<file path="src/assert_macros.svh">
// Assertion macros for the point generator RTL
`ifndef ASSERT_MACROS_SVH
`define ASSERT_MACROS_SVH

// Property checked on every rising clk edge outside reset
`define ASSERT_CLK(label, prop, msg) \
    label: assert property (@(posedge clk) disable iff (!rst_n) (prop)) else $error(msg);

// Condition that must never be seen outside reset
`define ASSERT_NEVER(label, cond, msg) \
    `ASSERT_CLK(label, !(cond), msg)

`endif

</file>
<file path="src/hpg_pkg.sv">
// Types, constants and helper functions of the Halton point generator
`timescale 1ns / 1ps

package hpg_pkg;

    localparam int SAMPLE_W = 20;
    localparam int BASE_W   = 5;
    localparam int COORD_W  = 32;
    localparam int CFG_IDX_W = 3;
    localparam int CHUNK_W  = 16;

    localparam logic [BASE_W-1:0] BASE_MIN = 5'd2;
    localparam logic [BASE_W-1:0] BASE_MAX = 5'd16;

    // configuration register map
    localparam logic [CFG_IDX_W-1:0] CFG_BASE_X      = 3'd0;
    localparam logic [CFG_IDX_W-1:0] CFG_BASE_Y      = 3'd1;
    localparam logic [CFG_IDX_W-1:0] CFG_ORIGIN_X    = 3'd2;
    localparam logic [CFG_IDX_W-1:0] CFG_ORIGIN_Y    = 3'd3;
    localparam logic [CFG_IDX_W-1:0] CFG_VIEW_WIDTH  = 3'd4;
    localparam logic [CFG_IDX_W-1:0] CFG_VIEW_HEIGHT = 3'd5;

    // commands from the controller to both axis datapaths
    typedef struct packed {
        logic load;
        logic dig_mul;
        logic dig_fix;
        logic frac_step;
        logic scale_mul;
        logic scale_acc;
        logic place;
    } hpg_cmd_t;

    // status back to the controller
    typedef struct packed {
        logic x_done;
        logic y_done;
    } hpg_stat_t;

    function automatic logic [BASE_W-1:0] clamp_base(input logic [BASE_W-1:0] b);
        logic [BASE_W-1:0] r;
        if (b < BASE_MIN)
            r = BASE_MIN;
        else if (b > BASE_MAX)
            r = BASE_MAX;
        else
            r = b;
        return r;
    endfunction

    // floor(2^32 / b) for the legal bases
    function automatic logic [31:0] recip32(input logic [BASE_W-1:0] b);
        logic [31:0] r;
        unique case (b)
            5'd2:    r = 32'h8000_0000;
            5'd3:    r = 32'h5555_5555;
            5'd4:    r = 32'h4000_0000;
            5'd5:    r = 32'h3333_3333;
            5'd6:    r = 32'h2AAA_AAAA;
            5'd7:    r = 32'h2492_4924;
            5'd8:    r = 32'h2000_0000;
            5'd9:    r = 32'h1C71_C71C;
            5'd10:   r = 32'h1999_9999;
            5'd11:   r = 32'h1745_D174;
            5'd12:   r = 32'h1555_5555;
            5'd13:   r = 32'h13B1_3B13;
            5'd14:   r = 32'h1249_2492;
            5'd15:   r = 32'h1111_1111;
            5'd16:   r = 32'h1000_0000;
            default: r = 32'h8000_0000;
        endcase
        return r;
    endfunction

endpackage

</file>
<file path="src/hpg_axis.sv">
// One axis: radical inverse digits, fraction division, scaling and saturating placement
`timescale 1ns / 1ps

module hpg_axis
    import hpg_pkg::*;
#(
    parameter int INDEX_BITS = 20,
    parameter int FRAC_BITS  = 32
)
(
    input  logic                      clk,
    input  hpg_cmd_t                  cmd,
    input  logic [INDEX_BITS-1:0]     idx,
    input  logic [BASE_W-1:0]         base,
    input  logic [COORD_W-1:0]        origin,
    input  logic [COORD_W-1:0]        size,
    output logic                      digits_done,
    output logic [COORD_W-1:0]        point
);

    localparam int K  = INDEX_BITS;
    localparam int DW = INDEX_BITS + 4;
    localparam int SCALE_STEPS = (FRAC_BITS + CHUNK_W - 1) / CHUNK_W;
    localparam int FP = SCALE_STEPS * CHUNK_W;
    localparam int AW = FP + COORD_W;
    localparam int PW = CHUNK_W + COORD_W;

    logic [BASE_W-1:0]  base_reg, base_next;
    logic [K-1:0]       n_reg, n_next;
    logic [2*K-1:0]     prod_reg, prod_next;
    logic [DW-1:0]      rev_reg, rev_next;
    logic [DW-1:0]      den_reg, den_next;
    logic [FP-1:0]      frac_reg, frac_next;
    logic [PW-1:0]      sprod_reg, sprod_next;
    logic [AW-1:0]      acc_reg, acc_next;
    logic [COORD_W-1:0] point_reg, point_next;

    logic [31:0]        rcp32;
    logic [K-1:0]       rcp;
    logic [K-1:0]       q0;
    logic [10:0]        qb;
    logic [5:0]         r6;
    logic               r_ge;
    logic [4:0]         digit;
    logic [DW+4:0]      rev_mul;
    logic [DW+4:0]      den_mul;
    logic [DW:0]        rem_sh;
    logic               rem_ge;
    logic [COORD_W-1:0] scaled;
    logic [COORD_W+1:0] sum;

    assign rcp32 = recip32(base_reg);
    assign rcp   = rcp32[31 -: K];

    // quotient estimate is exact or one short; remainder fits in six bits
    assign q0      = prod_reg[2*K-1:K];
    assign qb      = {5'b0, q0[5:0]} * {6'b0, base_reg};
    assign r6      = n_reg[5:0] - qb[5:0];
    assign r_ge    = (r6 >= {1'b0, base_reg});
    assign digit   = r_ge ? (r6[4:0] - base_reg) : r6[4:0];
    assign rev_mul = {5'b0, rev_reg} * {{DW{1'b0}}, base_reg};
    assign den_mul = {5'b0, den_reg} * {{DW{1'b0}}, base_reg};

    assign rem_sh  = {rev_reg, 1'b0};
    assign rem_ge  = (rem_sh >= {1'b0, den_reg});

    assign scaled  = acc_reg[FRAC_BITS +: COORD_W];
    assign sum     = {{2{origin[COORD_W-1]}}, origin} + {2'b00, scaled};

    always_comb
    begin
        base_next  = base_reg;
        n_next     = n_reg;
        prod_next  = prod_reg;
        rev_next   = rev_reg;
        den_next   = den_reg;
        frac_next  = frac_reg;
        sprod_next = sprod_reg;
        acc_next   = acc_reg;
        point_next = point_reg;

        if (cmd.load)
        begin
            base_next = base;
            n_next    = idx;
            rev_next  = '0;
            den_next  = DW'(1);
            frac_next = '0;
            acc_next  = '0;
        end

        if (cmd.dig_mul)
            prod_next = {{K{1'b0}}, n_reg} * {{K{1'b0}}, rcp};

        if (cmd.dig_fix && (n_reg != '0))
        begin
            n_next   = q0 + {{(K-1){1'b0}}, r_ge};
            rev_next = rev_mul[DW-1:0] + {{(DW-5){1'b0}}, digit};
            den_next = den_mul[DW-1:0];
        end

        // restoring division, rev_reg doubles as the running remainder
        if (cmd.frac_step)
        begin
            rev_next  = rem_ge ? (rem_sh[DW-1:0] - den_reg) : rem_sh[DW-1:0];
            frac_next = {frac_reg[FP-2:0], rem_ge};
        end

        if (cmd.scale_mul)
        begin
            sprod_next = {{COORD_W{1'b0}}, frac_reg[FP-1 -: CHUNK_W]}
                       * {{CHUNK_W{1'b0}}, size};
            frac_next  = frac_reg << CHUNK_W;
        end

        if (cmd.scale_acc)
            acc_next = {acc_reg[AW-CHUNK_W-1:0], {CHUNK_W{1'b0}}}
                     + {{(AW-PW){1'b0}}, sprod_reg};

        if (cmd.place)
        begin
            if (!sum[COORD_W+1] && (sum[COORD_W:COORD_W-1] != 2'b00))
                point_next = {1'b0, {(COORD_W-1){1'b1}}};
            else if (sum[COORD_W+1] && (sum[COORD_W:COORD_W-1] != 2'b11))
                point_next = {1'b1, {(COORD_W-1){1'b0}}};
            else
                point_next = sum[COORD_W-1:0];
        end
    end

    always_ff @(posedge clk)
    begin
        base_reg  <= base_next;
        n_reg     <= n_next;
        prod_reg  <= prod_next;
        rev_reg   <= rev_next;
        den_reg   <= den_next;
        frac_reg  <= frac_next;
        sprod_reg <= sprod_next;
        acc_reg   <= acc_next;
        point_reg <= point_next;
    end

    assign digits_done = (n_reg == '0);
    assign point       = point_reg;

endmodule

</file>
<file path="config.mk">
export PLATFORM = sky130hd
export DESIGN_NAME = hpg_axis
export DESIGN_NICKNAME = d
export VERILOG_FILES = /design/src/assert_macros.svh /design/src/hpg_pkg.sv /design/src/hpg_axis.sv
export SDC_FILE = /design/constraint.sdc
export NUM_CORES = 2
export LEC_CHECK = 0
export ABC_AREA = 1
export BUFFER_PORTS_ARGS = -buffer_cell sky130_fd_sc_hd__buf_4
export CAP_MARGIN = 20
export CORE_AREA = 2 2 358 360
export DETAILED_ROUTE_END_ITERATION = 16
export DIE_AREA = 0 0 360 362
export MAX_ROUTING_LAYER = met4
export SLEW_MARGIN = 10
export SYNTH_ARGS = -nofsm -noshare
export SYNTH_HDL_FRONTEND = slang
export SYNTH_SLANG_ARGS = --single-unit
</file>
<file path="constraint.sdc">
create_clock -name clk -period 10.6 [get_ports clk]
set_input_delay 2.12 -clock clk [delete_from_list [all_inputs] [get_ports clk]]
set_output_delay 2.12 -clock clk [all_outputs]
set_load 0.02 [all_outputs]
</file>
==> run summary <==
The run finished with clean final reports. The transition at the pin with the smallest max-transition slack is 1200 ps. The type of origin of the critical path is a flip-flop. The post-placement setup slack is 2260 ps. The count of buffers from port buffering is 129. The proportion of synthesized chip area in sequential cells is 0.147.

The path class of the tightest hold or removal check is reg -> reg. The H-tree depth came out at 2. In this run the remaining antenna-violating nets after routing total 0. The portion of the clock cycle consumed by the worst path in the final layout came out at 0.799. The number of violations reported at the end of detailed-routing iteration 0 came out at 3808.

The required time of the critical path came out at 10940 ps. The clock input transition at the sequential cells of the worst setup and hold paths came out at 70 ps. TritonCTS built the clock tree. The total negative slack for setup checks is 0 ps. Detailed placement finished with a half-perimeter wire length of 141000 um. The average footprint of a synthesized cell came out at 7.45 um2.

The post-layout minimum cycle time is 8470 ps. The post-CTS setup buffer count came out at 0. The final design area excluding fillers came out at 60200 um2. The worst setup path is captured at a flip-flop.

The cell sitting at the root of the clock tree is a clkbuf_16. The area of the mapped netlist is 56400 um2. The floorplan die area came out at 130000 um2.

The most numerous cell type found on the critical path is ha_1. The number of sinks on the clock net came out at 287. The number of max-slew violations in the final report came out at 0. In the routed design, unresolved DRC markers number 0. The length in cells of the worst reg-to-reg path is 29.

The post-synthesis sequential element count came out at 287. The parity-gate share of the synthesized area counting xor and xnor cells is 0.0213. The post-synthesis compound-gate area fraction is 0.0627. The count of final setup violators is 0. The filler cell count in the final layout is 12.8k.

The number of global-route vias before repair came out at 49.1k. At the later pin of the worst-skew pair, clock insertion delay measures 650 ps. The count of cells resized by post-cts repair came out at 0. Yosys mapped a number of flops with a built-in enable equal to 253.

The initial core utilization came out at 0.445. Synthesis handed over a netlist of 7569 instances. In this design, the stage delay of the slowest critical-path cell is 990 ps.

The share of synthesized registers carrying an async set or reset is 0. The final clock skew came out at 72.8 ps. During synthesis, Yosys emitted a total of 0 warnings. Compared with the post-synthesis result, the final layout area differs by 6.66%. The highest fanout seen on the critical path came out at 27. The routability congestion estimate from global placement is 0.946. The finished layout holds 9226 standard cells, fillers aside. The most instantiated flip-flop cell in the synthesis netlist is edfxtp_1. The number of ports placed on the die boundary is 130.

The global-route usage over all layers is 0.285. The total via count in the routed design came out at 47.6k. The share of cells above drive strength 1 is 0.0398. The number of antenna violations at the first check in global routing came out at 8. Hold repair after CTS inserted 0 buffers. The arrival time at the worst endpoint came out at 8810 ps. The area after detailed placement is 58800 um2. The standard cell with the maximum stage delay on the critical path is edfxtp_1. The post-synth net total came out at 8987.

Setup repair after global routing left no endpoint under its margin. The total number of placement rows came out at 131. The flip-flop count of the largest register after layout is 64. Counting distinct cell types in the post-synthesis netlist gives 50.

The dominant combinational cell family by area after synthesis is adder cells. Entering global routing, the biggest net connects 65 pins. The die is 362 um tall. The number of buffers created by CTS came out at 41. The area of the core region is 127000 um2. The most common cell in the synthesized netlist is nand2_1. Sorting the synthesized cells by how often they occur yields nand2_1, inv_1, fa_1, ha_1, nor2_1.

The number of nets at the end of the flow is 8946. The total iterations of the first detailed-routing run is 6. The floorplan die width is 360 um. Max-cap violations in this run came to 0.

The minimum setup slack in the final design came out at 2130 ps. Counting along the longest clock path gives a buffer depth of 3. Wires add up to 176000 um. Measured against its own limit, the worst slew margin works out to 0.197. The worst setup path is of the reg -> reg kind. The first-pass GRT wire length is 281000 um. The simple-gate share of the synthesized area came out at 0.220.

Of the post-synthesis cell area, the dominant cell type holds 0.309. Along the worst hold path, the cell count comes to 2. Based on the critical path, the design can be clocked at up to 118 MHz. By area the synthesized netlist is led by fa_1, nand2_1, edfxtp_1. The detail-routed net length per standard cell came out at 19.1 um.

The arithmetic-cell share of the synthesized area counting full adders, half adders and majority gates came out at 0.409. The number of placed instances, taps included, is 9145. The count of endpoints failing hold in the final timing report came to 0. The average via count per standard cell is 5.16.

The library cell with the largest summed area after synthesis is fa_1. The mux contribution to synthesized area came out at 0. For this run the aggregate overflow at the end of global routing stands at 0.
[path summary, 6_finish.rpt]
check,from,to,slack [ps]
hold reg to reg,frac_reg[12],frac_reg[13],480
setup / recovery,base_reg[1],rev_reg[15],2130
hold / removal,frac_reg[12],frac_reg[13],480
setup reg to reg,base_reg[1],rev_reg[15],2130
[layer usage]
metal,wire length [um],global-route usage,vias to the layer above
li1,-,-,22600
met1,77200,0.380,23200
met4,5490,0.0802,0
met3,12600,0.0447,249
met5,0,-,-
met2,81100,0.451,1533
[cells by family after synthesis]
group / count (synthesis)
simple gates: 3089
buf+inv: 2084
fa+ha+maj: 1321
compound gates: 651
flops: 287
xor+xnor: 137
[through the flow]
| stage | util | hold WS, ps |
|---|---|---|
| 2_1_floorplan | - | 451 |
| 3_3_place_gp | 0.464 | 470 |
| 3_5_place_dp | 0.464 | 476 |
| 4_1_cts | 0.474 | 479 |
| 5_1_grt | 0.475 | 527 |
| 6_report | 0.475 | 477 |
[worst max-delay path: cells and delay by family (launching register included)]
kind                     cells  cell delay [ps]
XOR/XNOR                     1              230
flip-flops                   1              990
AND/OR/NAND/NOR              8              970
AO/OA/AOI/OAI                7             1840
buffers and inverters        4              600
adder cells (fa/ha/maj)      9             3520
[placed cells by master, fill, tap and decap left out, types with 6 or more instances in the layout]
master	instances
fa_1	871
nor2_2	11
buf_4	188
ha_1	450
o211ai_1	9
or2_2	14
a31oi_1	18
nor4_1	14
nand2_1	2194
a21boi_0	11
o21ai_0	222
diode_2	6
nand4_1	82
nand3b_1	12
a21o_1	16
and3_1	6
o21bai_1	33
nand2_2	8
xnor2_1	58
o21ai_1	6
nand3_1	240
xor2_1	79
nor3_1	52
inv_1	1805
o21a_1	17
nor2_1	439
edfxtp_1	253
a21oi_1	303
dfxtp_1	34
clkbuf_16	43
[layout make-up]
type / instances / area [um2] / share of cell area
Antenna cell: 6 / 15.0 / 0.000250
Clock buffer: 51 / 1160 / 0.0192
Inverter: 1810 / 6790 / 0.113
Timing Repair Buffer: 190 / 1450 / 0.0242
Clock inverter: 22 / 171 / 0.00285
Sequential cell: 287 / 8280 / 0.138
Tap cell: 1662 / 2080 / 0.0346
Multi-Input combinational cell: 5198 / 40200 / 0.668
Power is not shown: default switching activity piles up to over one toggle a cycle in this logic, so the estimate is an artifact.
