`config.mk`:
```
export PLATFORM = sky130hd
export DESIGN_NAME = hpg_ctrl
export DESIGN_NICKNAME = d
export VERILOG_FILES = /design/src/hpg_pkg.sv /design/src/hpg_ctrl.sv
export VERILOG_INCLUDE_DIRS = /design/src /design/src/src
export SDC_FILE = /design/constraint.sdc
export NUM_CORES = 1
export LEC_CHECK = 0
export BUFFER_PORTS_ARGS = -buffer_cell sky130_fd_sc_hd__buf_2
export CAP_MARGIN = 5
export CORE_MARGIN = 2
export CORE_UTILIZATION = 47
export DETAILED_ROUTE_END_ITERATION = 6
export PLACE_DENSITY = 0.72
export REMOVE_ABC_BUFFERS = 1
export SYNTH_ARGS = -nofsm -noshare
export SYNTH_HDL_FRONTEND = slang
export SYNTH_SLANG_ARGS = --single-unit
```
`constraint.sdc`:
```
create_clock -name clk -period 1.5 [get_ports clk]
set_input_delay 0.225 -clock clk [delete_from_list [all_inputs] [get_ports clk]]
set_output_delay 0.225 -clock clk [all_outputs]
set_load 0.005 [all_outputs]
```
`src/assert_macros.svh`:
```
// Assertion macros for the point generator RTL
`ifndef ASSERT_MACROS_SVH
`define ASSERT_MACROS_SVH

// Property checked on every rising clk edge outside reset
`define ASSERT_CLK(label, prop, msg) \
    label: assert property (@(posedge clk) disable iff (!rst_n) (prop)) else $error(msg);

// Condition that must never be seen outside reset
`define ASSERT_NEVER(label, cond, msg) \
    `ASSERT_CLK(label, !(cond), msg)

`endif

```
`src/hpg_pkg.sv`:
```
// Types, constants and helper functions of the Halton point generator
`timescale 1ns / 1ps

package hpg_pkg;

    localparam int SAMPLE_W = 20;
    localparam int BASE_W   = 5;
    localparam int COORD_W  = 32;
    localparam int CFG_IDX_W = 3;
    localparam int CHUNK_W  = 16;

    localparam logic [BASE_W-1:0] BASE_MIN = 5'd2;
    localparam logic [BASE_W-1:0] BASE_MAX = 5'd16;

    // configuration register map
    localparam logic [CFG_IDX_W-1:0] CFG_BASE_X      = 3'd0;
    localparam logic [CFG_IDX_W-1:0] CFG_BASE_Y      = 3'd1;
    localparam logic [CFG_IDX_W-1:0] CFG_ORIGIN_X    = 3'd2;
    localparam logic [CFG_IDX_W-1:0] CFG_ORIGIN_Y    = 3'd3;
    localparam logic [CFG_IDX_W-1:0] CFG_VIEW_WIDTH  = 3'd4;
    localparam logic [CFG_IDX_W-1:0] CFG_VIEW_HEIGHT = 3'd5;

    // commands from the controller to both axis datapaths
    typedef struct packed {
        logic load;
        logic dig_mul;
        logic dig_fix;
        logic frac_step;
        logic scale_mul;
        logic scale_acc;
        logic place;
    } hpg_cmd_t;

    // status back to the controller
    typedef struct packed {
        logic x_done;
        logic y_done;
    } hpg_stat_t;

    function automatic logic [BASE_W-1:0] clamp_base(input logic [BASE_W-1:0] b);
        logic [BASE_W-1:0] r;
        if (b < BASE_MIN)
            r = BASE_MIN;
        else if (b > BASE_MAX)
            r = BASE_MAX;
        else
            r = b;
        return r;
    endfunction

    // floor(2^32 / b) for the legal bases
    function automatic logic [31:0] recip32(input logic [BASE_W-1:0] b);
        logic [31:0] r;
        unique case (b)
            5'd2:    r = 32'h8000_0000;
            5'd3:    r = 32'h5555_5555;
            5'd4:    r = 32'h4000_0000;
            5'd5:    r = 32'h3333_3333;
            5'd6:    r = 32'h2AAA_AAAA;
            5'd7:    r = 32'h2492_4924;
            5'd8:    r = 32'h2000_0000;
            5'd9:    r = 32'h1C71_C71C;
            5'd10:   r = 32'h1999_9999;
            5'd11:   r = 32'h1745_D174;
            5'd12:   r = 32'h1555_5555;
            5'd13:   r = 32'h13B1_3B13;
            5'd14:   r = 32'h1249_2492;
            5'd15:   r = 32'h1111_1111;
            5'd16:   r = 32'h1000_0000;
            default: r = 32'h8000_0000;
        endcase
        return r;
    endfunction

endpackage

```
`src/hpg_ctrl.sv`:
```
// Sequencer for the digit loop, fraction division, scaling and placement
`timescale 1ns / 1ps
`include "assert_macros.svh"

module hpg_ctrl
    import hpg_pkg::*;
#(
    parameter int FRAC_BITS = 32
)
(
    input  logic      clk,
    input  logic      rst_n,
    input  logic      start,
    input  hpg_stat_t stat,
    output logic      busy,
    output logic      done,
    output hpg_cmd_t  cmd
);

    localparam int SCALE_STEPS = (FRAC_BITS + CHUNK_W - 1) / CHUNK_W;
    localparam int CW = $clog2(FRAC_BITS + 1);

    typedef enum logic [2:0] {
        S_IDLE,
        S_DMUL,
        S_DFIX,
        S_FRAC,
        S_SCALE,
        S_PLACE
    } state_t;

    state_t          state_reg, state_next;
    logic [CW-1:0]   cnt_reg, cnt_next;
    logic            done_reg, done_next;
    logic            all_done;

    assign all_done = stat.x_done && stat.y_done;

    always_comb
    begin
        state_next = state_reg;
        cnt_next   = cnt_reg;
        done_next  = 1'b0;
        unique case (state_reg)
            S_IDLE:
            begin
                if (start)
                    state_next = S_DMUL;
            end
            S_DMUL:
            begin
                if (all_done)
                begin
                    state_next = S_FRAC;
                    cnt_next   = '0;
                end
                else
                    state_next = S_DFIX;
            end
            S_DFIX:
                state_next = S_DMUL;
            S_FRAC:
            begin
                if (cnt_reg == CW'(FRAC_BITS - 1))
                begin
                    state_next = S_SCALE;
                    cnt_next   = '0;
                end
                else
                    cnt_next = cnt_reg + 1'b1;
            end
            S_SCALE:
            begin
                if (cnt_reg == CW'(SCALE_STEPS))
                    state_next = S_PLACE;
                else
                    cnt_next = cnt_reg + 1'b1;
            end
            S_PLACE:
            begin
                state_next = S_IDLE;
                done_next  = 1'b1;
            end
            default:
                state_next = S_IDLE;
        endcase
    end

    always_ff @(posedge clk or negedge rst_n)
    begin
        if (!rst_n)
        begin
            state_reg <= S_IDLE;
            cnt_reg   <= '0;
            done_reg  <= 1'b0;
        end
        else
        begin
            state_reg <= state_next;
            cnt_reg   <= cnt_next;
            done_reg  <= done_next;
        end
    end

    always_comb
    begin
        cmd.load      = (state_reg == S_IDLE) && start;
        cmd.dig_mul   = (state_reg == S_DMUL) && !all_done;
        cmd.dig_fix   = (state_reg == S_DFIX);
        cmd.frac_step = (state_reg == S_FRAC);
        cmd.scale_mul = (state_reg == S_SCALE) && (cnt_reg < CW'(SCALE_STEPS));
        cmd.scale_acc = (state_reg == S_SCALE) && (cnt_reg != '0);
        cmd.place     = (state_reg == S_PLACE);
    end

    assign busy = (state_reg != S_IDLE);
    assign done = done_reg;

    `ASSERT_CLK(a_done_single, done_reg |=> !done_reg, "result strobe longer than one cycle")
    `ASSERT_CLK(a_done_after_place, done_reg |-> $past(state_reg == S_PLACE), "result strobe without placement")
    `ASSERT_CLK(a_accept_starts, (start && !busy) |=> (state_reg == S_DMUL), "accepted item did not start the digit loop")
    `ASSERT_CLK(a_cmd_excl, $onehot0({cmd.load, cmd.dig_mul, cmd.dig_fix, cmd.frac_step, cmd.place}), "overlapping datapath commands")
    `ASSERT_NEVER(a_frac_overrun, (state_reg == S_FRAC) && (cnt_reg >= CW'(FRAC_BITS)), "fraction division ran past its length")

endmodule

```
==> results by stage <==
STA:
- After layout, the worst path uses 110.2% of the clock period.
- The total count of max-transition violations in the final report came to 0.
- The total count of hold-check failures in the final report was 0.
- The final-report setup violation count is 11.
- Setup total negative slack on the finished layout was measured at -0.6342 ns.
- The maximum clock frequency is around 600 MHz.
- The smallest setup slack after layout is -0.1531 ns.
- The worst path in the final design needs a cycle of between 1.5 and 2 ns, including I/O delays and setup.
- The worst setup skew after layout is between 0.001 and 0.0015 ns.
- The worst pin sits at a relative slew slack of about 80%.
- Setup repair after global routing could not meet its margin everywhere.
- At the pin with the least slew margin, the transition time is 0.2821 ns.

GRT:
- The number of global-route vias before repair came to a little under 800.
- The overall track demand over capacity in global routing is 24.73%.
- The total overflow reported by the global router is 0.
- The pin count of the biggest net entering global routing is 11.
- The number of antenna violations at the first check in global routing is 0.
- The wire length of the first global-routing pass is approximately 3300 um.

Final layout:
- The antenna cell count is 0.
- The share of final-layout standard cells stronger than drive strength 1 is between 50 and 60%.
- The final layout contains roughly 120 nets.
- The flip-flop count of the largest register after layout is 6.
- The area growth from synthesis to layout is 54.48%.
- The final core utilization is roughly three quarters.
- The final cell area excluding filler cells is around 1100 um^2.

Placed design:
- The instance area at placement is 870.8 um^2.
- The congestion estimate from routability-driven global placement came to around 0.86.
- The HPWL after detailed placement is between 1000 and 1500 um.
- Port buffering added 13 buffers.

Power and ir drop:
- For this design the static power due to leakage is between 0.0005 and 0.0006 uW.
- The clock network accounts for a little over a tenth of the total power.
- The internal cell power is between 1000 and 1500 uW.
- The worst-case vdd ir drop is between 1 and 1.5 mV.
- Summed over all nets, the switching power comes to slightly above 700 uW.
- The power density over the cells is between 1500 and 2000 nW/um^2.
- Combinational logic is responsible for between 60 and 70% of the overall power.
- The share of total power in sequential cells is roughly 23%.
- In this run switching power makes up about two fifths of total power.

Setup path:
- By startpoint and endpoint, the worst setup path is classified as reg2out.
- The type of destination of the critical path is a primary output.
- STA classifies the critical path startpoint as a flop.
- At the worst endpoint, the required time is 1.27 ns.
- Along the worst path, the maximum fanout reaches 2.
- Data on the critical path arrives at its endpoint at around 1.4 ns.

Synthesis:
- In the post-synthesis netlist, the biggest area contributors are sky130_fd_sc_hd__dfrtp_1 35%, sky130_fd_sc_hd__ha_1 5.3%, sky130_fd_sc_hd__nor4_4 3.0%.
- The xor-xnor portion of the synthesized cell area is 1.230%.
- The synthesized netlist devotes between 20% and 30% of its cell area to compound gates.
- The basic-gate share of the synthesized area counting and, or, nand and nor cells is between 20% and 30%.
- The area share of the largest cell type after synthesis is 35.15%.
- The count of flip-flops with a built-in enable after synthesis is 0.
- The cell area that synthesis handed to floorplanning was roughly 710 um^2.
- The mux cell area share after synthesis is 2.109%.
- The average cell area after synthesis is roughly 9.6 um^2.
- Of all cell types, the one taking the most synthesized area is sky130_fd_sc_hd__dfrtp_1.
- The number of cells produced by synthesis is 74.
- The dominant register cell in the synthesized netlist is sky130_fd_sc_hd__dfrtp_1.
- For this run, the register share of the synthesized area comes to 35.15%.
- In this run, distinct cell masters in the synthesized netlist total 37.
- In this run, synthesis produced a sequential element count of 10.
- Summing the areas of all fa, ha and maj instances in the mapped netlist gives under 10% of the synthesized area.
- The share of synthesized registers carrying an async set or reset is between 90% and 100%.
- After synthesis, the largest family of logic cells by area is compound AO/OA/AOI/OAI gates.
- Yosys printed 0 warnings.

Die:
- Row generation in the floorplan step produced 14 rows.
- The I/O pin count is 14.
- The height of the die is 42.92 um.
- For this configuration, the core starts out at a cell density of 48.97%.
- In this run the horizontal extent of the chip is approximately 43 um.
- The die covers about 1800 um^2.
- The floorplan core area is 1454 um^2.

Clock tree:
- The clock latency at the later pin of the worst-skew pair is ~0.27 ns.
- Counting every sink on the clock net gives 10.
- The number of clock buffers inserted by TritonCTS is 3.
- The root buffer selected by CTS is sky130_fd_sc_hd__clkbuf_4.
- TritonCTS built the clock tree.
- The number of levels in the clock H-tree is 1.
- The clock passes through at most 2 buffers.
- The clock-pin slew on the worst setup and hold paths is 0.07 ns.

Detailed routing:
- The first detailed-routing pass took 4 iterations.
- In this run, the number of DRC markers left after iteration 0 of detailed routing was 27.
- The routed wirelength normalized by instance count is around 16 um.
- The routed via count divided by cell count is 5.883.
- The number of nets with antenna violations after routing is 0.
- Across all layers, the routed design uses ~750 vias.
- The remaining design rule violation count is 0.
- The detailed-route wire length is 2098 um.

Status:
- The checks that failed: setup timing.
- The run finished, with violations left.

Run:
- Across the run, the number of max-cap violations was 0.

Worst hold path:
- The path class of the tightest hold or removal check is in2async.
-- worst paths after layout --
path                              startpoint           end  slack, ns  cells past startpoint
worst max-delay path              cnt_reg[4]        cmd[2]      -0.15                      4
worst min-delay path                   rst_n  state_reg[2]       0.35                      2
worst max register to register  state_reg[2]    cnt_reg[5]      -0.04                      6
worst min register to register  state_reg[1]          done       0.62                      2
max in group asynchronous              rst_n    cnt_reg[0]       0.95                      2
min in group clk                       start  state_reg[0]       0.42                      4
-- cell usage in the layout, fill, tap and decap left out, types with 2 or more instances in the layout --
| cell type | instances |
|---|---|
| sky130_fd_sc_hd__clkbuf_4 | 3 |
| sky130_fd_sc_hd__and3_4 | 2 |
| sky130_fd_sc_hd__o21ai_0 | 2 |
| sky130_fd_sc_hd__nor3b_2 | 2 |
| sky130_fd_sc_hd__and3_1 | 2 |
| sky130_fd_sc_hd__nor2b_1 | 2 |
| sky130_fd_sc_hd__buf_6 | 11 |
| sky130_fd_sc_hd__o31ai_2 | 2 |
| sky130_fd_sc_hd__a21o_1 | 2 |
| sky130_fd_sc_hd__o211ai_1 | 2 |
| sky130_fd_sc_hd__dfrtp_1 | 10 |
| sky130_fd_sc_hd__nand2_1 | 2 |
| sky130_fd_sc_hd__a21oi_1 | 3 |
| sky130_fd_sc_hd__nor2_1 | 2 |
| sky130_fd_sc_hd__nand3_1 | 3 |
| sky130_fd_sc_hd__buf_4 | 16 |
| sky130_fd_sc_hd__inv_1 | 4 |
| sky130_fd_sc_hd__o21ai_1 | 3 |
| sky130_fd_sc_hd__buf_2 | 11 |
| sky130_fd_sc_hd__ha_1 | 2 |
| sky130_fd_sc_hd__nor2_2 | 2 |
| sky130_fd_sc_hd__nor3_1 | 2 |
-- final cells by class --
type	instances	area [um^2]
Sequential cell	10	250.2
Multi-Input combinational cell	55	476.7
Tap cell	16	20.02
Clock buffer	3	22.52
Fill cell	106	354.1
Timing Repair Buffer	39	309.0
Inverter	5	21.27
-- power by group through the flow --
stage	Sequential [uW]	Clock [uW]	Combinational, uW
finish	421	190	1210
global route	431	200	1300
CTS	418	188	1040
detailed placement	421	0	843
global placement	416	0	826
floorplan	474	0	433
-- per-layer routing --
layer	vias up	GRT usage, %	wire (um)
met2	35	43.03	1073
met1	366	29.76	831
met3	5	2.553	150
met4	0	12.50	42
li1	347	-	-
met5	-	0	0
-- kinds of logic after synthesis --
| kind of cell | Yosys count |
|---|---|
| compound gates | 24 |
| xor+xnor | 1 |
| fa+ha+maj | 3 |
| buf+inv | 9 |
| flops | 10 |
| mux | 1 |
| simple gates | 26 |
-- Yosys cell counts (all sizes together), types with 3 or more instances --
| cell type | n |
|---|---|
| ha | 3 |
| nand3 | 3 |
| and3 | 4 |
| inv | 5 |
| buf | 4 |
| a21o | 4 |
| o21ai | 6 |
| a21oi | 5 |
| dfrtp | 10 |
| nor2 | 4 |
| nand2 | 3 |
-- worst max-delay path, cell delays in order (launching register included) --
cell,delay [ns]
sky130_fd_sc_hd__dfrtp_1,0.41
sky130_fd_sc_hd__nor4_4,0.33
sky130_fd_sc_hd__buf_4,0.16
sky130_fd_sc_hd__and3_1,0.14
sky130_fd_sc_hd__buf_2,0.11
-- through the flow --
step	worst slack [ns]	power (uW)	cells	hold slack [ns]
CTS	-0.1294	1650	125	0.3502
global route	-0.2164	1932	128	0.3806
global placement	-0.05953	1242	113	0.1001
detailed placement	-0.05357	1264	113	0.1018
finish	-0.1531	1819	128	0.3521
floorplan	0.03988	907.7	70	-0.07059
-- what timing repair did --
item | in CTS | in global routing
hold endpoints to repair | 10 | 0
pin swaps | 6 | 13
endpoints found under the setup margin | 11 | 14
hold buffers | 1 | 0
cloned | 0 | 0
setup buffers | 8 | 4
gates resized for setup | 9 | 21
Note: power is estimated with default switching activity, not from simulation.
